`src/hdl/ssm_pkg.sv`:
```
package ssm_pkg;

    localparam int DATA_BITS  = 32;
    localparam int COUNT_BITS = 6;
    localparam int LANES      = 4;
    localparam int CS_BITS    = 3;

    localparam logic [1:0] ACT_SELECT = 2'd0;
    localparam logic [1:0] ACT_START  = 2'd1;
    localparam logic [1:0] ACT_TICK   = 2'd2;

    localparam logic [1:0] DIR_WRITE = 2'd0;
    localparam logic [1:0] DIR_READ  = 2'd1;
    localparam logic [1:0] DIR_RW    = 2'd2;

    localparam logic [1:0] DEV_SRAM  = 2'd1;
    localparam logic [1:0] DEV_FLASH = 2'd2;

    localparam int HOLD_LANE = 3;
    localparam int MISO_LANE = 1;

    typedef struct packed {
        logic [1:0]            action;
        logic [1:0]            device;
        logic                  select;
        logic [1:0]            direction;
        logic                  quad;
        logic [COUNT_BITS-1:0] bit_count;
        logic [DATA_BITS-1:0]  tx_data;
        logic [LANES-1:0]      lanes_in;
    } t_item;

    typedef struct packed {
        logic [LANES-1:0]     lanes_out;
        logic                 clock_pulsed;
        logic [CS_BITS-1:0]   chip_selects_n;
        logic [DATA_BITS-1:0] read_word;
        logic                 busy_res;
        logic                 done_res;
    } t_result;

endpackage

```
`src/hdl/ssm_in_reg.sv`:
```
module ssm_in_reg
    import ssm_pkg::*;
(
    input  logic  i_clk,
    input  logic  i_rst_n,
    input  logic  i_valid,
    output logic  o_ready,
    input  t_item i_item,
    output logic  o_valid,
    output t_item o_item,
    input  logic  i_take
);

    logic  r_valid;
    t_item r_item;

    assign o_ready = !r_valid || i_take;
    assign o_valid = r_valid;
    assign o_item  = r_item;

    always_ff @(posedge i_clk) begin
        if (!i_rst_n) begin
            r_valid <= 1'b0;
        end else if (i_valid && o_ready) begin
            r_valid <= 1'b1;
        end else if (i_take) begin
            r_valid <= 1'b0;
        end
    end

    always_ff @(posedge i_clk) begin
        if (i_valid && o_ready) begin
            r_item <= i_item;
        end
    end

endmodule

```
`src/hdl/ssm_core.sv`:
```
module ssm_core
    import ssm_pkg::*;
#(
    parameter int WORD_BITS    = 32,
    parameter int DEVICE_COUNT = 3
) (
    input  logic    i_clk,
    input  logic    i_rst_n,
    input  logic    i_adv,
    input  t_item   i_item,
    output t_result o_res
);

    localparam int CW = $clog2(WORD_BITS + 1);
    localparam int PW = $clog2(WORD_BITS);
    localparam int EW = (WORD_BITS > DATA_BITS) ? WORD_BITS : DATA_BITS;
    localparam int SW = (DEVICE_COUNT > CS_BITS) ? DEVICE_COUNT : CS_BITS;

    logic [WORD_BITS-1:0]    r_shift, n_shift;
    logic [CW-1:0]           r_left, n_left;
    logic [WORD_BITS-1:0]    r_accum, n_accum;
    logic [1:0]              r_dir, n_dir;
    logic                    r_quad, n_quad;
    logic [LANES-1:0]        r_lanes, n_lanes;
    logic [DEVICE_COUNT-1:0] r_sel, n_sel;

    logic [CW-1:0]    cnt_sat, cnt_ld, step, left_dec;
    logic [1:0]       dir_ld;
    logic [PW-1:0]    pos;
    logic [LANES-1:0] window, period;
    logic             drives, samples, pulsed, done;
    logic [EW-1:0]    tx_ext, acc_ext;
    logic [SW-1:0]    sel_ext;

    always_comb begin
        n_shift = r_shift;
        n_left  = r_left;
        n_accum = r_accum;
        n_dir   = r_dir;
        n_quad  = r_quad;
        n_lanes = r_lanes;
        n_sel   = r_sel;
        pulsed  = 1'b0;
        done    = 1'b0;
        period  = r_lanes;

        cnt_sat = (int'(i_item.bit_count) > WORD_BITS) ? CW'(WORD_BITS)
                                                       : CW'(i_item.bit_count);
        cnt_ld  = i_item.quad ? (cnt_sat & ~CW'(3)) : cnt_sat;
        dir_ld  = i_item.direction;
        if (!(dir_ld == DIR_READ || dir_ld == DIR_RW) || (i_item.quad && dir_ld == DIR_RW)) begin
            dir_ld = DIR_WRITE;
        end
        tx_ext = EW'(i_item.tx_data);

        step     = r_quad ? CW'(LANES) : CW'(1);
        left_dec = r_left - step;
        pos      = left_dec[PW-1:0];
        window   = LANES'(r_shift >> pos);
        drives   = (r_dir == DIR_WRITE) || (r_dir == DIR_RW);
        samples  = (r_dir == DIR_READ) || (r_dir == DIR_RW);

        case (i_item.action)
            ACT_SELECT: begin
                if (int'(i_item.device) < DEVICE_COUNT) begin
                    for (int d = 0; d < DEVICE_COUNT; d++) begin
                        if (int'(i_item.device) == d) begin
                            n_sel[d] = !i_item.select;
                        end
                    end
                    if (i_item.select && !i_item.quad &&
                        (i_item.device == DEV_SRAM || i_item.device == DEV_FLASH)) begin
                        n_lanes[HOLD_LANE] = 1'b1;
                    end
                end
                period = n_lanes;
            end
            ACT_START: begin
                n_dir   = dir_ld;
                n_quad  = i_item.quad;
                n_left  = cnt_ld;
                n_shift = tx_ext[WORD_BITS-1:0] & ~({WORD_BITS{1'b1}} << cnt_ld);
                n_accum = '0;
            end
            ACT_TICK: begin
                if (r_left != '0) begin
                    pulsed = 1'b1;
                    if (!r_quad) begin
                        if (drives) begin
                            n_lanes[0] = r_shift[pos];
                        end
                        if (samples && i_item.lanes_in[MISO_LANE]) begin
                            n_accum = r_accum | (WORD_BITS'(1) << pos);
                        end
                    end else begin
                        if (drives) begin
                            n_lanes = window;
                        end
                        if (samples) begin
                            n_accum = r_accum | (WORD_BITS'(i_item.lanes_in) << pos);
                        end
                    end
                    n_left = left_dec;
                    period = n_lanes;
                    if (left_dec == '0) begin
                        done    = 1'b1;
                        n_lanes = r_quad ? '0 : {n_lanes[LANES-1:1], 1'b0};
                    end
                end
            end
            default: ;
        endcase

        acc_ext = EW'(n_accum);
        sel_ext = SW'(n_sel);

        o_res.lanes_out      = period;
        o_res.clock_pulsed   = pulsed;
        o_res.chip_selects_n = sel_ext[CS_BITS-1:0];
        o_res.read_word      = acc_ext[DATA_BITS-1:0];
        o_res.busy_res       = (n_left != '0);
        o_res.done_res       = done;
    end

    always_ff @(posedge i_clk) begin
        if (!i_rst_n) begin
            r_shift <= '0;
            r_left  <= '0;
            r_accum <= '0;
            r_dir   <= DIR_WRITE;
            r_quad  <= 1'b0;
            r_lanes <= '0;
            r_sel   <= '1;
        end else if (i_adv) begin
            r_shift <= n_shift;
            r_left  <= n_left;
            r_accum <= n_accum;
            r_dir   <= n_dir;
            r_quad  <= n_quad;
            r_lanes <= n_lanes;
            r_sel   <= n_sel;
        end
    end

endmodule

```
`src/hdl/ssm_out_reg.sv`:
```
module ssm_out_reg
    import ssm_pkg::*;
(
    input  logic    i_clk,
    input  logic    i_rst_n,
    input  logic    i_valid,
    output logic    o_take,
    input  t_result i_res,
    output logic    o_valid,
    input  logic    i_ready,
    output t_result o_res
);

    logic    r_valid;
    t_result r_res;

    assign o_take  = !r_valid || i_ready;
    assign o_valid = r_valid;
    assign o_res   = r_res;

    always_ff @(posedge i_clk) begin
        if (!i_rst_n) begin
            r_valid <= 1'b0;
        end else if (o_take) begin
            r_valid <= i_valid;
        end
    end

    always_ff @(posedge i_clk) begin
        if (o_take && i_valid) begin
            r_res <= i_res;
        end
    end

endmodule

```
`src/hdl/spi_sqi_shift_master_top.sv`:
```
// Serial master for single-lane and four-lane transfers, one request at a time.
// Input channel (i_valid/o_ready) carries a request: a chip select change, a
// transfer start (word, bit count, direction, lane mode) or one clock-period
// tick. Output channel (o_valid/i_ready) returns exactly one result per
// request: driven lane levels, clock pulse flag, chip selects, read word,
// busy and done.
// Pipeline: an accepted request goes into the input register, then into the
// result register, whose contents drive the output.
// Throughput: one request per cycle while i_ready is high; the shift
// state updates in a single pass between the input and result registers.
// Reset: i_rst_n low at a clock edge empties both registers, clears the
// shift word, count, read word and lanes, and raises every chip select.
// Stall: while i_ready is low the result holds; one more request is taken
// into the input register, after which o_ready drops until the result goes.
module spi_sqi_shift_master_top
    import ssm_pkg::*;
#(
    parameter int WORD_BITS    = 32,
    parameter int DEVICE_COUNT = 3
) (
    input  logic                  i_clk,
    input  logic                  i_rst_n,
    input  logic                  i_valid,
    output logic                  o_ready,
    input  logic [1:0]            i_action,
    input  logic [1:0]            i_device,
    input  logic                  i_select,
    input  logic [1:0]            i_direction,
    input  logic                  i_quad,
    input  logic [COUNT_BITS-1:0] i_bit_count,
    input  logic [DATA_BITS-1:0]  i_tx_data,
    input  logic [LANES-1:0]      i_lanes_in,
    output logic                  o_valid,
    input  logic                  i_ready,
    output logic [LANES-1:0]      o_lanes_out,
    output logic                  o_clock_pulsed,
    output logic [CS_BITS-1:0]    o_chip_selects_n,
    output logic [DATA_BITS-1:0]  o_read_word,
    output logic                  o_busy_res,
    output logic                  o_done_res
);

    t_item   in_item, st_item;
    t_result core_res, out_res;
    logic    st_valid, take, adv;

    assign in_item.action    = i_action;
    assign in_item.device    = i_device;
    assign in_item.select    = i_select;
    assign in_item.direction = i_direction;
    assign in_item.quad      = i_quad;
    assign in_item.bit_count = i_bit_count;
    assign in_item.tx_data   = i_tx_data;
    assign in_item.lanes_in  = i_lanes_in;

    assign adv = st_valid && take;

    ssm_in_reg u_in (
        .i_clk   (i_clk),
        .i_rst_n (i_rst_n),
        .i_valid (i_valid),
        .o_ready (o_ready),
        .i_item  (in_item),
        .o_valid (st_valid),
        .o_item  (st_item),
        .i_take  (take)
    );

    ssm_core #(
        .WORD_BITS    (WORD_BITS),
        .DEVICE_COUNT (DEVICE_COUNT)
    ) u_core (
        .i_clk   (i_clk),
        .i_rst_n (i_rst_n),
        .i_adv   (adv),
        .i_item  (st_item),
        .o_res   (core_res)
    );

    ssm_out_reg u_out (
        .i_clk   (i_clk),
        .i_rst_n (i_rst_n),
        .i_valid (st_valid),
        .o_take  (take),
        .i_res   (core_res),
        .o_valid (o_valid),
        .i_ready (i_ready),
        .o_res   (out_res)
    );

    assign o_lanes_out      = out_res.lanes_out;
    assign o_clock_pulsed   = out_res.clock_pulsed;
    assign o_chip_selects_n = out_res.chip_selects_n;
    assign o_read_word      = out_res.read_word;
    assign o_busy_res       = out_res.busy_res;
    assign o_done_res       = out_res.done_res;

`ifndef NO_ASSERTIONS
    a_done_ends: assert property (@(posedge i_clk) disable iff (!i_rst_n)
        (o_valid && o_done_res) |-> (!o_busy_res && o_clock_pulsed))
        else $error("done without pulse or with bits left");

    a_adv_shows: assert property (@(posedge i_clk) disable iff (!i_rst_n)
        adv |=> o_valid)
        else $error("advanced request did not reach the result register");

    a_reset_empty: assert property (@(posedge i_clk)
        !i_rst_n |=> (!o_valid && !st_valid))
        else $error("request survived reset");
`endif

endmodule
```
`config.mk`:
```
export PLATFORM = sky130hd
export DESIGN_NAME = spi_sqi_shift_master_top
export DESIGN_NICKNAME = d
export VERILOG_FILES = /design/src/hdl/ssm_pkg.sv /design/src/hdl/ssm_in_reg.sv /design/src/hdl/ssm_core.sv /design/src/hdl/ssm_out_reg.sv /design/src/hdl/spi_sqi_shift_master_top.sv
export SDC_FILE = /design/constraint.sdc
export NUM_CORES = 1
export LEC_CHECK = 0
export ABC_AREA = 1
export CAP_MARGIN = 10
export CORE_MARGIN = 5
export CORE_UTILIZATION = 64
export DETAILED_ROUTE_END_ITERATION = 12
export DONT_BUFFER_PORTS = 1
export GPL_ROUTABILITY_DRIVEN = 0
export MAX_ROUTING_LAYER = met4
export PLACE_DENSITY = 0.89
export SLEW_MARGIN = 20
export SYNTH_ARGS = -nofsm -noshare
export SYNTH_HDL_FRONTEND = slang
export SYNTH_SLANG_ARGS = --single-unit
```
`constraint.sdc`:
```
create_clock -name i_clk -period 3.85 [get_ports i_clk]
set_clock_uncertainty 0.05 [all_clocks]
set_input_delay 0.77 -clock i_clk [delete_from_list [all_inputs] [get_ports i_clk]]
set_output_delay 0.77 -clock i_clk [all_outputs]
set_load 0.05 [all_outputs]
```
# Word level (Yosys, flattened, before mapping)
# Index checks and enable logic that the tools add are counted.
# W data, S select, Z words.
[word_totals] reg_bits=174 inputBits=54 out_inout_bits=44 elab_cells=111
[classes] add_sub_neg=1 magnitude_cmp=3 eq_ne=11 shift=4 muxes=34 bitwise=4 reduce_logical=30
[op_table] operator="$mux W32" n=4
[op_table] operator="$or A32 B32 Y32" n=2
[op_table] operator="$pmux W32 S2" n=1
[op_table] operator="$and A32 B32 Y32" n=1
[op_table] operator="$not A32 Y32" n=1
[op_table] operator="$shl A1 B5 Y32 const A" n=1
[op_table] operator="$shl A32 B6 Y32 const A" n=1
[op_table] operator="$shl A4 B5 Y32" n=1
[op_table] operator="$shr A32 B5 Y4" n=1
[op_table] operator="$mux W4" n=5
[op_table] operator="$eq A2 B2 Y1 const B" n=6
[op_table] operator="$mux W1" n=12
[op_table] operator="$mux W3" n=4
[op_table] operator="$mux W6" n=2
[op_table] operator="$pmux W6 S2" n=1
[op_table] operator="$reduce_bool A6 Y1" n=2
[op_table] operator="$eq A2 B1 Y1 const B" n=4
[op_table] operator="$pmux W4 S2" n=1
[op_table] operator="$logic_or A1 B1 Y1" n=7
[op_table] operator="$gt A6 B6 Y1 const B" n=1
[op_table] operator="$logic_and A1 B1 Y1" n=6
[op_table] operator="$logic_not A2 Y1" n=3
[op_table] operator="$logic_not A6 Y1" n=1
[op_table] operator="$lt A5 B6 Y1 const B" n=1
[op_table] operator="other kinds (10)" n=18

# Depth between registers and ports, before layout
[logic_depth] ltp_word=9 ltp_mapped=17 ltp_nobuf=16

# Cells and area by module
# Synthesis repeated with hierarchy kept, for this count alone.
[hier_totals] cells_unflattened=1239 hier_area_um2=9215.1
[by_module_without_submodules] mod="ssm_core" instances=1 cells_per_inst=1131 area_each_um2=6342.3 seq_area_each_um2=1601.5
[by_module_without_submodules] mod="ssm_in_reg" instances=1 cells_per_inst=57 area_each_um2=1552.7 seq_area_each_um2=1521.5
[by_module_without_submodules] mod="ssm_out_reg" instances=1 cells_per_inst=49 area_each_um2=1312.5 seq_area_each_um2=1281.2
[by_module_without_submodules] mod="spi_sqi_shift_master_top" instances=1 cells_per_inst=2 area_each_um2=7.5 seq_area_each_um2=0.0

# Worst setup path before layout
# Ideal clock, no wire load.
[synth_timing] path_kind="input to register" startpoint="input port i_ready" endpoint="register u_out.r_res (netlist bit u_out.o_res[0]) (enable)" setup_ps=423 arrival_time_ps=2711 t_required_ps=3377 path_slack_ps=666 stages=7 path_buffers=3 path_cell_list="inv_1 -> nand2_1 -> nand2_1 -> buf_2 -> inv_1 -> buf_4 -> clkbuf_1"
[synth_via] elab_chain_cells=2
[synth_rtl] item="start: declaration" line_no="spi_sqi_shift_master_top.sv:34" source="input logic i_ready,"
[synth_rtl] item="$logic_or A1 B1 Y1" line_no="ssm_out_reg.sv:17" source="assign o_take = !r_valid || i_ready;"
[synth_rtl] item="$logic_and A1 B1 Y1"
[synth_rtl] item="net adv" line_no="spi_sqi_shift_master_top.sv:45" source="logic st_valid, take, adv;"
[synth_rtl] item="end signal: assignment" line_no="ssm_out_reg.sv:31" source="r_res <= i_res;"
[synth_rtl] item="end: declaration" line_no="ssm_out_reg.sv:15" source="t_result r_res;"
# The timed path passes the listed nets, and every way through them passes these cells.
# A chain may end at the register's enable or synchronous reset.

==> flow_summary_export.csv <==
group,metric,value,unit
synthesis,dominant_combinational_cell_family_by_area_after_synthesis,"simple AND/OR/NAND/NOR gates",
global_route,grt_antenna_before_repair,0,
finish,layout_nets,1278,
run_status,outcome,"finished clean",
power,ratio_of_total_power_to_cell_area,463.1,nW/µm²
timing,timing.final.setup_violations,0,
timing,timing.setup.tns,0,ns
route,detail_route.drc_violations,0,
flow_run,max-cap-violations,0,
worst_hold_path,min-delay-path-class,"in -> reg",
synthesis,synth_xor_area_share,0.09423,%
global_route,first_global_vias,7105,
worst_setup_path,crit_path_max_incr_delay,0.70,ns
route,wire_per_inst,14.68,µm
route,detail_route.wirelength,20680,µm
synthesis,post_synthesis_cell_area,9295,µm²
clock_network,clkSinkCount,174,
synthesis,fraction_of_synthesized_area_in_multiplexers,0,%
clock_network,post_cts_resized,0,
synthesis,main_flop_type_after_synthesis,"edfxtp_1",
clock_network,root_buffer_master,"clkbuf_16",
clock_network,ctsHtreeMaxLevel,4,
clock_network,clkSlewWorstSetupHoldPaths,0.07,ns
die,rows,44,
synthesis,yosys_register_bits,174,
worst_setup_path,worst_path_most_repeated_cell,"nand2_1",
route,num_vias,7871,
worst_setup_path,crit_start_category,"flip-flop",
clock_network,cts_inserted_buffers,17,
route,drt_first_pass_iters,5,
die,die_w,130.5,µm
global_route,grt_first_pass_wirelength,33450,µm
finish,layout.cells.most_common_list,"452 x nand2_1, 124 x inv_1, 110 x nand3_1",
route,detail_route.vias_per_cell,5.586,
global_route,global_route.overflow_total,0,
finish,antenna-diode-count,0,
synthesis,ys_types,42,
worst_setup_path,worstPathArrival,3.23,ns
finish,fillerInstances,1149,
timing,number_of_endpoints_with_negative_hold_slack_in_the_final_report,0,
power,ir_drop,0.0003961,V
worst_setup_path,critPathMaxFanout,29,
die,ios,98,
finish,layout.cells.most_common,"nand2_1",
worst_setup_path,cp.required,3.99,ns
synthesis,synthArstFlopShare,0,%
die,initial_core_util,64.69,%
finish,fin_cells,1409,
worst_setup_path,worstSetupEndpointType,"flip-flop",
timing,report.final.slew_viol_count,0,
clock_network,buffers_from_clock_root_to_sink_at_most,2,
clock_network,cts_hold_buf,0,
synthesis,number_of_enable_flip_flop_cells_after_synthesis,92,
clock_network,cts_setup_buffers,0,
timing,fmax,323.1,MHz
worst_setup_path,crit_family,"simple AND/OR/NAND/NOR gates",
timing,final_period_minus_worst_setup_slack,3.095,ns
worst_setup_path,crit_path_cells,"inv_1 > ha_1 > nand2_2 > nand2_1 > nand2_1 > nand2_1 > o21ai_1 > nand3_1 > nand2_1 > nand2_1 > nand2_1 > nand2_1 > inv_1",
timing,grt_setup_unrepaired,"no",
finish,fraction_of_final_layout_cells_sized_beyond_drive_strength_1,6.694,%
place,place.detailed.instances,1377,
synthesis,yosys.area_share.adder,1.615,%
synthesis,synth_compound_area_share,10.78,%
die,dieHeight,130.5,µm
worst_setup_path,timing.setup.critical_path_class,"reg -> reg",
timing,slew-limit-headroom,35.91,%
power,leakage_power,0.004342,µW
synthesis,synthesis_warnings,0,
finish,area_delta_synth_final,5.465,%
timing,worst-slew-pin-transition,0.9590,ns
place,post-dp-hpwl,14290,µm
synthesis,synth_fp_nets,1317,
synthesis,post_synth_simple_gate_area,31.13,%
global_route,grt_max_degree,73,
global_route,groute.usage.overall,25.39,%
clock_network,insertion_delay,0.44,ns
worst_setup_path,slowest_stage,"nand2_1",
synthesis,post_synth_inst_count,1251,
route,first_iter_violations,767,
worst_setup_path,worstPathBufferInverterCount,2,
timing,fin_crit_share,80.39,%
place,port_buffer_count,0,
clock_network,cts_tree,"yes",
die,core,14370,µm²
synthesis,avgSynthCellArea,7.430,µm²
die,design.die.area,17030,µm²
route,route.antenna.remaining_nets,0,
synthesis,synth_sequential_area_ratio,47.38,%
## area by class of cell
class                           count  area (µm²)  share of cell area [%]
Clock buffer                       19       442.9                   4.518
Sequential cell                   174        4404                   44.93
Inverter                          134       504.2                   5.144
Timing Repair Buffer                4       42.54                  0.4340
Clock inverter                     13       123.9                   1.264
Tap cell                          184       230.2                   2.348
Multi-Input combinational cell    881        4055                   41.37
## final timing paths
| kind | from | end | depth (start not counted) | slack [ns] |
|---|---|---|---|---|
| min | i_device[1] | u_in.o_item[47] | 0 | 0.37 |
| max reg2reg | u_core.r_quad | u_out.o_res[12] | 13 | 0.75 |
| min reg2reg | u_core.r_sel[2] | u_core.r_sel[2] | 2 | 0.43 |
| max | u_core.r_quad | u_out.o_res[12] | 13 | 0.75 |
## power breakdown
part | internal, µW | switching [µW] | total [µW]
registers | 2060 | 141 | 2200
clock network | 919 | 731 | 1650
logic | 184 | 502 | 686
total | 3170 | 1370 | 4540
## cells in the mapped netlist (2+ instances only)
cell,n,area share [%]
a211oi_1,2,0.16
a21oi_1,66,3.6
a21oi_2,10,0.94
a22oi_1,3,0.24
a31o_2,3,0.28
a31oi_1,5,0.34
buf_1,2,0.081
buf_2,22,1.2
buf_4,7,0.57
buf_6,6,0.73
clkbuf_1,24,0.97
dfxtp_1,82,18
edfxtp_1,92,30
ha_1,12,1.6
inv_1,126,5.1
inv_2,7,0.28
nand2_1,452,18
nand2_2,7,0.47
nand2_4,5,0.61
nand3_1,110,5.9
nand3_2,3,0.32
nand3b_1,4,0.32
nand4_1,11,0.74
nor2_1,79,3.2
nor2_2,6,0.40
nor2_4,2,0.24
nor3_1,4,0.22
o211ai_1,5,0.40
o21ai_0,69,3.7
o21ai_1,10,0.54
o21bai_1,3,0.24
or2_2,2,0.13
## per-stage QoR
step / util, % / hold slack [ns] / instance area [µm²] / power (µW) / worst slack, ns
finish: 68.23 / 0.3718 / 9803 / 4540 / 0.7549
global route: 68.23 / 0.3565 / 9803 / 4723 / 0.5749
CTS: 68.23 / 0.3571 / 9803 / 4548 / 0.8313
detailed placement: 64.28 / 0.4187 / 9236 / 2912 / 0.8300
global placement: 64.28 / 0.4063 / 9236 / 2894 / 0.9193
floorplan: - / 0.3937 / 9295 / 2809 / 0.6656
## cell families (layout without fill, tap and decap cells)
| family | Yosys count | after routing |
|---|---|---|
| simple gates | 688 | 688 |
| buf+inv | 196 | 170 |
| fa+ha+maj | 12 | 12 |
| xor+xnor | 1 | 1 |
| compound gates | 180 | 180 |
| flops | 174 | 174 |
## layer usage
metal	up-vias	global-route usage [%]	share of wire [%]
met2	372	39.42	47
met4	0	9.377	2.2
met3	44	4.959	7.7
met5	-	-	0
li1	3974	-	-
met1	3481	33.30	44
## state kept, by name (all words and copies together), names as in the netlist
name / flops
u_core.r_accum: 32
u_core.r_dir: 2
u_core.r_lanes: 4
u_core.r_left: 6
u_core.r_quad: 1
u_core.r_sel: 3
u_core.r_shift: 32
u_in.o_item: 50
u_in.o_valid: 1
u_out.o_res: 42
u_out.o_valid: 1
Power figures use the tool's default switching activity.
